[config.mk]
export PLATFORM = sky130hd
export DESIGN_NAME = last_note_priority_stack_top
export DESIGN_NICKNAME = d
export VERILOG_FILES = /design/src/rtl/lnps_pkg.sv /design/src/rtl/last_note_priority_stack_top.sv /design/src/rtl/lnps_engine.sv
export VERILOG_INCLUDE_DIRS = /design/src /design/src/rtl
export SDC_FILE = /design/constraint.sdc
export NUM_CORES = 1
export LEC_CHECK = 0
export BUFFER_PORTS_ARGS = -buffer_cell sky130_fd_sc_hd__clkbuf_2
export CAP_MARGIN = 20
export CORE_ASPECT_RATIO = 0.7
export CORE_MARGIN = 2
export CORE_UTILIZATION = 35
export CTS_CLUSTER_SIZE = 8
export DETAILED_ROUTE_END_ITERATION = 16
export SYNTH_ARGS = -nofsm -noshare
export SYNTH_HDL_FRONTEND = slang
export SYNTH_SLANG_ARGS = --single-unit
[constraint.sdc]
create_clock -name i_clk -period 3.1 [get_ports i_clk]
set_clock_uncertainty 0.1 [all_clocks]
set_input_delay 0.31 -clock i_clk [delete_from_list [all_inputs] [get_ports i_clk]]
set_output_delay 0.31 -clock i_clk [all_outputs]
set_load 0.05 [all_outputs]
[src/rtl/last_note_priority_stack_top_macros.svh]
`ifndef LAST_NOTE_PRIORITY_STACK_TOP_MACROS_SVH
`define LAST_NOTE_PRIORITY_STACK_TOP_MACROS_SVH

// checked on i_clk, off while i_rst_n is low
`define LNPS_ASSERT(lbl, prop, msg) \
    lbl: assert property (@(posedge i_clk) disable iff (!i_rst_n) prop) else $error(msg);

// checked on i_clk at every edge, reset included
`define LNPS_ASSERT_ALWAYS(lbl, prop, msg) \
    lbl: assert property (@(posedge i_clk) prop) else $error(msg);

`endif

[src/rtl/lnps_pkg.sv]
`default_nettype none

package lnps_pkg;

    localparam int STACK_DEPTH = 64;
    localparam int TOP_W       = $clog2(STACK_DEPTH);
    localparam int NOTE_W      = 7;

    typedef logic [TOP_W-1:0]  t_top;
    typedef logic [NOTE_W-1:0] t_note;

    localparam t_top TOP_MAX = t_top'(STACK_DEPTH - 1);

    localparam logic MODE_PRESS   = 1'b0;
    localparam logic MODE_RELEASE = 1'b1;

    typedef struct packed {
        logic  gate;
        t_note note;
        logic  overflow;
    } t_lnps_res;

endpackage

`default_nettype wire

[src/rtl/last_note_priority_stack_top.sv]
// path: a press result is registered in the engine (r_res) and then in the output register;
// a release makes two walks down the slot memory before its result is registered
// (one slot per cycle through the single read port, whose read data is registered)
// flow: one event at a time; a new event is accepted only while the engine is idle,
// and the engine stays busy until the output register takes its result
// reset: synchronous active low, clears top_index and control; slot memory is not cleared
`default_nettype none

module last_note_priority_stack_top
    import lnps_pkg::*;
(
    input  wire        i_clk,
    input  wire        i_rst_n,
    input  wire        i_in_valid,
    output logic       o_in_ready,
    input  wire        i_mode,
    input  wire t_note i_key_note,
    output logic       o_out_valid,
    input  wire        i_out_ready,
    output logic       o_gate,
    output t_note      o_play_note,
    output logic       o_overflow
);

    logic      w_idle;
    logic      w_res_valid;
    t_lnps_res w_res;
    logic      w_res_take;

    logic      r_out_valid;
    t_lnps_res r_out;

    // output register free or draining this cycle
    assign w_res_take = !r_out_valid || i_out_ready;
    assign o_in_ready = w_idle;

    lnps_engine u_engine (
        .i_clk      (i_clk),
        .i_rst_n    (i_rst_n),
        .i_start    (i_in_valid && w_idle),
        .i_mode     (i_mode),
        .i_key_note (i_key_note),
        .o_idle     (w_idle),
        .o_res_valid(w_res_valid),
        .o_res      (w_res),
        .i_res_take (w_res_take)
    );

    always_ff @(posedge i_clk) begin
        if (!i_rst_n) begin
            r_out_valid <= 1'b0;
        end else begin
            if (w_res_take) begin
                r_out_valid <= w_res_valid;
                if (w_res_valid) begin
                    r_out <= w_res;
                end
            end
        end
    end

    assign o_out_valid = r_out_valid;
    assign o_gate      = r_out.gate;
    assign o_play_note = r_out.note;
    assign o_overflow  = r_out.overflow;

endmodule

`default_nettype wire

[src/rtl/lnps_engine.sv]
`default_nettype none

`include "last_note_priority_stack_top_macros.svh"

module lnps_engine
    import lnps_pkg::*;
(
    input  wire        i_clk,
    input  wire        i_rst_n,
    input  wire        i_start,
    input  wire        i_mode,
    input  wire t_note i_key_note,
    output logic       o_idle,
    output logic       o_res_valid,
    output t_lnps_res  o_res,
    input  wire        i_res_take
);

    typedef enum logic [1:0] {
        S_IDLE,
        S_SCAN1,
        S_SCAN2,
        S_EMIT
    } t_state;

    t_state    r_state;
    t_top      r_top;
    t_note     r_cur_note;
    t_note     r_key;
    t_top      r_rd_idx;
    t_top      r_cmp_idx;
    logic      r_cmp_vld;
    t_lnps_res r_res;

    t_note     mem [STACK_DEPTH];
    t_note     r_rd_data;

    logic      w_we;
    t_top      w_waddr;
    t_note     w_wdata;
    logic      w_re;
    logic      w_hit1;
    logic      w_hit2;
    logic      w_drained;

    // compare stage looks at the slot read in the previous cycle, held in r_rd_data
    assign w_hit1    = r_cmp_vld && (r_rd_data == r_key);
    assign w_hit2    = r_cmp_vld && (r_rd_data != '0);
    assign w_drained = (r_rd_idx == '0) && !r_cmp_vld;

    always_comb begin
        w_we    = 1'b0;
        w_waddr = r_top + t_top'(1);
        w_wdata = i_key_note;
        w_re    = 1'b0;
        unique case (r_state)
            S_IDLE: begin
                w_we = i_start && (i_mode == MODE_PRESS) && (r_top != TOP_MAX);
            end
            S_SCAN1: begin
                if (w_hit1) begin
                    w_we    = 1'b1;
                    w_waddr = r_cmp_idx;
                    w_wdata = '0;
                end else begin
                    w_re = (r_rd_idx != '0);
                end
            end
            S_SCAN2: begin
                w_re = !w_hit2 && (r_rd_idx != '0);
            end
            S_EMIT: begin
            end
            default: begin
            end
        endcase
    end

    always_ff @(posedge i_clk) begin
        if (w_we) begin
            mem[w_waddr] <= w_wdata;
        end
        if (w_re) begin
            r_rd_data <= mem[r_rd_idx];
        end
    end

    always_ff @(posedge i_clk) begin
        if (!i_rst_n) begin
            r_state   <= S_IDLE;
            r_top     <= '0;
            r_cmp_vld <= 1'b0;
        end else begin
            unique case (r_state)
                S_IDLE: begin
                    if (i_start) begin
                        if (i_mode == MODE_PRESS) begin
                            if (r_top == TOP_MAX) begin
                                r_res.gate     <= (r_top != '0);
                                r_res.note     <= (r_top != '0) ? r_cur_note : '0;
                                r_res.overflow <= 1'b1;
                            end else begin
                                r_top          <= r_top + t_top'(1);
                                r_cur_note     <= i_key_note;
                                r_res.gate     <= 1'b1;
                                r_res.note     <= i_key_note;
                                r_res.overflow <= 1'b0;
                            end
                            r_state <= S_EMIT;
                        end else begin
                            r_key     <= i_key_note;
                            r_rd_idx  <= r_top;
                            r_cmp_vld <= 1'b0;
                            r_state   <= S_SCAN1;
                        end
                    end
                end
                S_SCAN1: begin
                    // clear topmost match, then rescan from the top
                    if (w_hit1 || w_drained) begin
                        r_rd_idx  <= r_top;
                        r_cmp_vld <= 1'b0;
                        r_state   <= S_SCAN2;
                    end else begin
                        r_cmp_vld <= w_re;
                        r_cmp_idx <= r_rd_idx;
                        if (w_re) begin
                            r_rd_idx <= r_rd_idx - t_top'(1);
                        end
                    end
                end
                S_SCAN2: begin
                    if (w_hit2) begin
                        r_top          <= r_cmp_idx;
                        r_cur_note     <= r_rd_data;
                        r_res.gate     <= 1'b1;
                        r_res.note     <= r_rd_data;
                        r_res.overflow <= 1'b0;
                        r_cmp_vld      <= 1'b0;
                        r_state        <= S_EMIT;
                    end else if (w_drained) begin
                        r_top          <= '0;
                        r_res.gate     <= 1'b0;
                        r_res.note     <= '0;
                        r_res.overflow <= 1'b0;
                        r_state        <= S_EMIT;
                    end else begin
                        r_cmp_vld <= w_re;
                        r_cmp_idx <= r_rd_idx;
                        if (w_re) begin
                            r_rd_idx <= r_rd_idx - t_top'(1);
                        end
                    end
                end
                S_EMIT: begin
                    if (i_res_take) begin
                        r_state <= S_IDLE;
                    end
                end
                default: begin
                    r_state <= S_IDLE;
                end
            endcase
        end
    end

    assign o_idle      = (r_state == S_IDLE);
    assign o_res_valid = (r_state == S_EMIT);
    assign o_res       = r_res;

    `LNPS_ASSERT_ALWAYS(a_reset_clears, (!i_rst_n) |=> (r_state == S_IDLE && r_top == '0), "reset did not clear stack control")
    `LNPS_ASSERT(a_full_push, (r_state == S_IDLE && i_start && i_mode == MODE_PRESS && r_top == TOP_MAX) |=> (r_top == TOP_MAX && r_res.overflow), "full push not dropped")
    `LNPS_ASSERT(a_gate_top, (r_state == S_EMIT) |-> (r_res.gate == (r_top != '0) && (r_res.gate || r_res.note == '0)), "gate disagrees with top")
    `LNPS_ASSERT(a_scan1_top, (r_state == S_SCAN1) |=> $stable(r_top), "top moved during match scan")
    `LNPS_ASSERT(a_clear_range, (w_we && r_state == S_SCAN1) |-> (r_cmp_idx != '0 && r_cmp_idx <= r_top), "cleared slot outside live range")

endmodule

`default_nettype wire

==> results of run 1 <==
## metal layers
layer / vias to the layer above / wire, um / GRT usage [%] / share of wire, %
li1: 4665 / - / - / -
met1: 5709 / 24100 / 27.1 / 49
met2: 459 / 19900 / 20.9 / 41
met3: 71 / 3960 / 3.89 / 8.1
met4: 0 / 875 / 3.98 / 1.8
met5: - / 0 / 0 / 0
## timing repair
action                     in CTS  in global routing
hold endpoints to repair       11                  0
resized for setup               0                  4
setup endpoints to repair       0                 37
hold buffers                    9                  0
## synth_stat cells, types with 7 or more instances
cell type  number  share of area (%)
and2_1          9               0.27
o21ai_0        20               0.48
clkbuf_1       21               0.38
o211ai_1        9               0.33
o21ai_1         7               0.17
nor4_1          9               0.27
buf_4           7               0.25
mux2_2          8               0.43
inv_1          12               0.22
xnor2_1        12               0.51
mux2i_1        25                1.2
nor2_1         71                1.3
nor3_1         19               0.46
edfxtp_1      499                 72
xor2_1          7               0.30
buf_2          17               0.41
a21oi_1        11               0.27
dfxtp_1        10               0.97
a32oi_1         7               0.30
nand2_1        39               0.71
nand3_1        15               0.36
nor2b_1        11               0.33
mux4_2        131                 14
ha_1            8               0.48
## metrics by stage
stage,hold WS (ns),util [%]
CTS,0.0755,42.2
finish,0.0998,42.2
global route,0.116,42.2
detailed placement,0.305,38.6
floorplan,0.300,-
global placement,0.302,38.5
## layout make-up
| class | instances | share of cell area [%] |
|---|---|---|
| Clock buffer | 105 | 7.97 |
| Clock inverter | 6 | 0.329 |
| Inverter | 13 | 0.198 |
| Multi-Input combinational cell | 479 | 21.1 |
| Sequential cell | 509 | 61.5 |
| Tap cell | 798 | 4.05 |
| Timing Repair Buffer | 140 | 4.79 |
## power by group
group | internal (W) | total [W] | switching (W)
combinational | 0.00190 | 0.00447 | 0.00256
clock | 0.00436 | 0.00715 | 0.00278
sequential | 0.00788 | 0.00807 | 0.000191
## worst paths after layout
check / from / endpoint / depth (start not counted)
min reg2reg: u_engine.o_res[4]$_DFFE_PP_ / o_play_note[3]$_DFFE_PP_ / 0
max reg2reg: u_engine.r_top[0]$_SDFFE_PN0P_ / u_engine.mem[19][6]$_DFFE_PP_ / 6
max: u_engine.r_top[0]$_SDFFE_PN0P_ / u_engine.mem[19][6]$_DFFE_PP_ / 6
min: i_in_valid / u_engine.r_state[0]$_SDFFE_PN0P_ / 4
## kinds of logic after synthesis
logic type	after synthesis	synth area share, %
mux	165	15.9
fa+ha+maj	8	0.483
xor+xnor	19	0.803
flops	509	73.2
compound gates	93	3.24
simple gates	194	4.60
buf+inv	69	1.70
## critical path, cell delays in order, from the launching register on
cell and delay (ns):
dfxtp_1 0.38, inv_1 0.19, nor3_1 0.09, xnor2_1 0.66, and3_1 0.32, a32oi_2 0.14
nor2_1 0.69
## registers in the layout, indices dropped and copies added, names as in the netlist, 7 cells and up
| register | cells |
|---|---|
| u_engine.r_key | 7 |
| u_engine.r_rd_data | 7 |
| u_engine.mem | 448 |
| u_engine.r_cur_note | 7 |
| o_play_note | 7 |
| u_engine.o_res | 9 |
## placed cells by master, fill, tap and decap left out, drive strengths merged, types with 2 or more instances in the layout
| cell type | count |
|---|---|
| a32oi | 8 |
| a211oi | 3 |
| o211ai | 9 |
| nor3b | 4 |
| ha | 8 |
| edfxtp | 499 |
| and3b | 2 |
| nor3 | 20 |
| nand2 | 39 |
| mux2i | 26 |
| o21a | 2 |
| a22oi | 2 |
| mux4 | 131 |
| buf | 109 |
| o211a | 4 |
| nand3 | 16 |
| o21ai | 27 |
| nor2b | 11 |
| a31oi | 7 |
| dlygate4sd3 | 9 |
| inv | 15 |
| a41oi | 5 |
| and4 | 2 |
| nand2b | 3 |
| a221oi | 6 |
| nor4 | 11 |
| nor2 | 71 |
| clkinv | 4 |
| mux2 | 8 |
| and3 | 2 |
| xor2 | 7 |
| clkbuf | 127 |
| and2 | 9 |
| xnor2 | 12 |
| a21oi | 14 |
| dfxtp | 10 |
==> impl_metrics.env, run 1 <==
export IMPL_status="completed"
export IMPL_seq_area_um2=15200
export IMPL_start_kind="flip-flop"
export IMPL_place_gp_congestion=0.903
export IMPL_h_tree_depth=3
export IMPL_worst_endpoint_arrival_ns=3.07
export IMPL_finalSetupTns_ns=0
export IMPL_grt_pass1_vias=10900
export IMPL_overflow=0
export IMPL_clk_pin_slew_worst_paths_ns=0.05
export IMPL_fill_cells=5074
export IMPL_initialDrtViolationCount=1111
export IMPL_post_route_period_util_pct=95.8
export IMPL_die_w_um=295
export IMPL_drive_gt1_share_pct=30.1
export IMPL_cts_root_buf="clkbuf_16"
export IMPL_dp_hpwl_mm=31.6
export IMPL_dr_pass1_iters=5
export IMPL_power_w=0.0197
export IMPL_syn_avg_cell_area_um2=19.6
export IMPL_drv_slew=0
export IMPL_diodes=0
export IMPL_pwr_density_cell_nw_per_um2=797
export IMPL_synthesis_area_um2=20700
export IMPL_hold_class="input pin to flip-flop"
export IMPL_area_delta_synth_final_pct=19.0
export IMPL_dp_cells=1931
export IMPL_antenna_found_initial=0
export IMPL_fmax_mhz=337
export IMPL_ys_flop_type="edfxtp_1"
export IMPL_viasPerCell=5.32
export IMPL_cts_buffer_depth=3
export IMPL_synthArstFlopShare_pct=0
export IMPL_worstPathRequired_ns=3.20
export IMPL_fin_nets=1236
export IMPL_post_route_min_period_ns=2.97
export IMPL_die_area_um2=61200
export IMPL_synth_nets=1077
export IMPL_io_pins=23
export IMPL_worstSkewPairLatency_ns=0.59
export IMPL_p_leak_nw=7.89
export IMPL_path_max_fanout=8
export IMPL_core_area_um2=58400
export IMPL_cts_tree="done"
export IMPL_cts_inserted_buffers=73
export IMPL_multi_input_area_um2=5220
export IMPL_fin_cells=2050
export IMPL_numPortBuffers=22
export IMPL_worstMarginPinSlew_ns=0.949
export IMPL_pre_cts_ws_ns=0.0914
export IMPL_ys_types=59
export IMPL_crit_path_end_kind="flip-flop"
export IMPL_synth_edf_count=499
export IMPL_drc_errors=0
export IMPL_start_util_pct=35.5
export IMPL_dpl_instance_area_um2=22500
export IMPL_finalInstanceArea_um2=24700
export IMPL_grt_use_total_pct=16.3
export IMPL_grt_pass1_wl_mm=73.7
export IMPL_vias=10900
export IMPL_syn_inst=1057
export IMPL_setup_viol=0
export IMPL_ant_nets=0
export IMPL_relSlewSlack_pct=35.9
export IMPL_rows=74
export IMPL_irDropWorstVdd_mv=0.541
export IMPL_layout_setup_ws_ns=0.130
export IMPL_routed_wl_mm=48.9
export IMPL_cts_sinks=509
export IMPL_ys_seq_elements=509
export IMPL_die_h_um=208
export IMPL_grt_start_max_net_pins=65
export IMPL_rsz0062_at_grt="no"
export IMPL_rrSetupSlack_ns=0.13
export IMPL_ys_warn_count=0
export IMPL_path_class="flip-flop to flip-flop"
export IMPL_wl_per_cell_um=23.8
export IMPL_post_cts_setup_buffer_count=0
export IMPL_cap_violations=0
export IMPL_final_hold_violation_count=0
export IMPL_ys_seq_area_share_pct=73.2
Power figures use the tool's default switching activity.
==> inputs of run 2 (changes only) <==
- CORE_UTILIZATION: 35 -> 25
- SYNTH_HIERARCHICAL: default -> 1
==> run 2 against run 1 <==
Global-route usage shrank 3.6 points. Sequential power grew 0.6%. Combinational power grew 22%. First-iteration DRC count grew 34%. Final area grew 4.4%.
==> impl_metrics.env, run 2 <==
export IMPL_status="completed"
export IMPL_power_w=0.0206
export IMPL_wl_per_cell_um=21.5
export IMPL_antenna_found_initial=1
export IMPL_drc_errors=0
export IMPL_synth_edf_count=499
export IMPL_rows=88
export IMPL_final_hold_violation_count=0
export IMPL_drv_slew=0
export IMPL_grt_pass1_vias=12200
export IMPL_routed_wl_mm=54.4
export IMPL_ys_types=60
export IMPL_area_delta_synth_final_pct=23.1
export IMPL_relSlewSlack_pct=29.7
export IMPL_reg2reg_from="u_engine/r_state[1]$_SDFFE_PN0P_"
export IMPL_syn_avg_cell_area_um2=17.8
export IMPL_hold_class="input pin to flip-flop"
export IMPL_overflow=0
export IMPL_start_kind="flip-flop"
export IMPL_die_h_um=246
export IMPL_fin_cells=2528
export IMPL_dp_cells=2421
export IMPL_rr_worst_depth=9
export IMPL_yosys_cell_count_top_type="edfxtp_1"
export IMPL_synth_area_top_cells="edfxtp_1 72%, mux4_2 10%, mux2i_1 3.1%"
export IMPL_cpLargestDelayFamily="simple AND/OR/NAND/NOR gates"
export IMPL_post_route_period_util_pct=99.0
export IMPL_ys_warn_count=6
export IMPL_syn_inst=1177
export IMPL_vias=12100
export IMPL_synth_nets=1196
export IMPL_path_class="flip-flop to flip-flop"
export IMPL_worst_endpoint_arrival_ns=3.25
export IMPL_pwr_density_cell_nw_per_um2=799
export IMPL_grt_start_max_net_pins=65
export IMPL_cts_buffer_depth=3
export IMPL_die_area_um2=86100
export IMPL_max_stage_delay_ns=0.37
export IMPL_synthTopCellsByCount="499 x edfxtp_1, 96 x mux4_2, 69 x nor2_1"
export IMPL_setup_viol=0
export IMPL_path_buf_inv=2
export IMPL_ant_nets=0
export IMPL_hold_ws_ns=0.0929
export IMPL_drive_gt1_share_pct=29.3
export IMPL_ys_seq_area_share_pct=72.5
export IMPL_hold_path_endpoint="u_engine/r_state[1]$_SDFFE_PN0P_"
export IMPL_cap_violations=0
export IMPL_largest_reg_flops=448
export IMPL_grt_pass1_wl_mm=81.5
export IMPL_clk_pin_slew_worst_paths_ns=0.05
export IMPL_dp_hpwl_mm=36.7
export IMPL_start_util_pct=25.3
export IMPL_yosys_area_top_type="edfxtp_1"
export IMPL_die_w_um=350
export IMPL_final_cell_mix="499 x edfxtp_1, 146 x buf_4, 96 x mux4_2, 74 x clkbuf_16, 65 x nor2_1"
export IMPL_dr_pass1_iters=6
export IMPL_p_leak_nw=8.38
export IMPL_ys_seq_elements=509
export IMPL_numPortBuffers=22
export IMPL_rrSetupSlack_ns=0.03
export IMPL_crit_chain="inv_1 -> ha_1 -> nor2b_2 -> o211ai_1 -> or2_2 -> nor4_1 -> a21oi_1 -> nor2_1 -> buf_4"
export IMPL_diodes=0
export IMPL_fmax_mhz=326
export IMPL_cts_root_buf="clkbuf_16"
export IMPL_holdPathStages=4
export IMPL_rr_endpoint="u_engine/mem[53][3]$_DFFE_PP_"
export IMPL_core_area_um2=82700
export IMPL_top_register="u_engine/mem"
export IMPL_h_tree_depth=3
export IMPL_fin_nets=1403
export IMPL_crit_slowest_cell="or2_2"
export IMPL_yosys_area_top_type_share_pct=71.6
export IMPL_cts_inserted_buffers=73
export IMPL_layout_commonest_cell="edfxtp_1"
export IMPL_io_pins=23
export IMPL_worstMarginPinSlew_ns=1.05
export IMPL_holdCritStartpoint="i_mode"
export IMPL_synthesis_area_um2=20900
export IMPL_ys_flop_type="edfxtp_1"
export IMPL_irDropWorstVdd_mv=0.420
export IMPL_worstPathRequired_ns=3.28
export IMPL_place_gp_congestion=0.961
export IMPL_fill_cells=7981
export IMPL_crit_path_end_kind="flip-flop"
export IMPL_worstSkewPairLatency_ns=0.59
export IMPL_grt_use_total_pct=12.7
export IMPL_cts_tree="done"
export IMPL_cts_sinks=509
export IMPL_post_route_min_period_ns=3.07
export IMPL_path_max_fanout=7
export IMPL_viasPerCell=4.78
export IMPL_initialDrtViolationCount=1490
export IMPL_synthArstFlopShare_pct=0
## run 2: changes by cell type in the layout (fill, tap and decap cells not counted), moves of 7 or more
cell      previous run  this run
mux2i_1             25        64
a22oi_1              2        30
clkbuf_1            31        13
buf_4               96       146
nor2b_4              0         7
nand3_1             15        37
inv_1               12        22
nor3_1              19        31
a21oi_1             10        30
mux4_2             131        96
## run 2: cell families (layout without fill, tap and decap cells)
logic type	after synthesis	after routing	synth area share, %
buffers and inverters	81	307	1.57
adder cells (fa/ha/maj)	7	7	0.418
flip-flops	509	509	72.5
XOR/XNOR	15	15	0.628
AND/OR/NAND/NOR	245	245	5.82
multiplexers	173	173	14.1
AO/OA/AOI/OAI	147	147	4.94
## run 2: report_power, final
group          internal, W  switching (W)
combinational      0.00222        0.00322
clock              0.00427        0.00277
sequential         0.00792       0.000201
total               0.0144        0.00619
## run 2: worst register-to-register path, delay by kind of cell (launching register included)
family                     cells  cell delay [ns]
and+or+nand+nor                4             1.31
adders and majority gates      1             0.24
AOI/OAI and AO/OA              2             0.46
DFF                            1             0.34
buffers and inverters          2             0.32
## run 2: layer usage
layer / up-vias / part of all wire (%) / global-route usage (%)
li1: 5193 / - / -
met1: 6284 / 48 / 19.7
met2: 521 / 42 / 17.8
met3: 86 / 8.3 / 2.94
met4: 0 / 1.8 / 2.79
met5: - / 0 / 0
## run 2: worst max-delay path by stage
stage / from / end / slack (ns) / cells past startpoint
3_3_place_gp: u_engine/r_rd_data[2]$_DFFE_PN_ / u_engine/mem[42][3]$_DFFE_PP_ / -0.09 / 9
4_1_cts: u_engine/r_rd_data[3]$_DFFE_PN_ / u_engine/mem[13][3]$_DFFE_PP_ / 0.02 / 6
6_report: u_engine/r_state[1]$_SDFFE_PN0P_ / u_engine/mem[53][3]$_DFFE_PP_ / 0.03 / 9
3_5_place_dp: u_engine/r_rd_data[2]$_DFFE_PN_ / u_engine/mem[42][3]$_DFFE_PP_ / -0.09 / 9
2_1_floorplan: u_engine/r_rd_data[6]$_DFFE_PN_ / u_engine/mem[0][0]$_DFFE_PP_ / -0.39 / 6
5_1_grt: u_engine/r_state[1]$_SDFFE_PN0P_ / u_engine/mem[53][3]$_DFFE_PP_ / -0.04 / 9
## run 2: cell type report
type | count | area [um2] | area share (%)
Sequential cell | 509 | 15200 | 58.9
Multi-Input combinational cell | 587 | 5570 | 21.6
Clock buffer | 87 | 1900 | 7.37
Timing Repair Buffer | 191 | 1560 | 6.04
Tap cell | 1125 | 1410 | 5.46
Inverter | 22 | 82.6 | 0.320
Clock inverter | 7 | 76.3 | 0.296
## run 2: repair_timing
item,4_1_cts,5_1_grt
endpoints found under the setup margin,38,254
buffers inserted,0,2
gates resized for setup,3,17
hold buffers,10,0
hold endpoints to repair,14,0
pin swaps,0,1
## run 2: stage by stage
step                      TNS (ns)  instance area [um2]  setup WS (ns)  util, %
after floorplan            -175.51                21000         -0.392        -
after global placement       -3.98                23600        -0.0905     28.5
after detailed placement     -1.99                23600        -0.0877     28.5
after CTS                        0                25700         0.0211     31.0
after global routing        -0.191                25800        -0.0373     31.2
final                            0                25800         0.0302     31.2
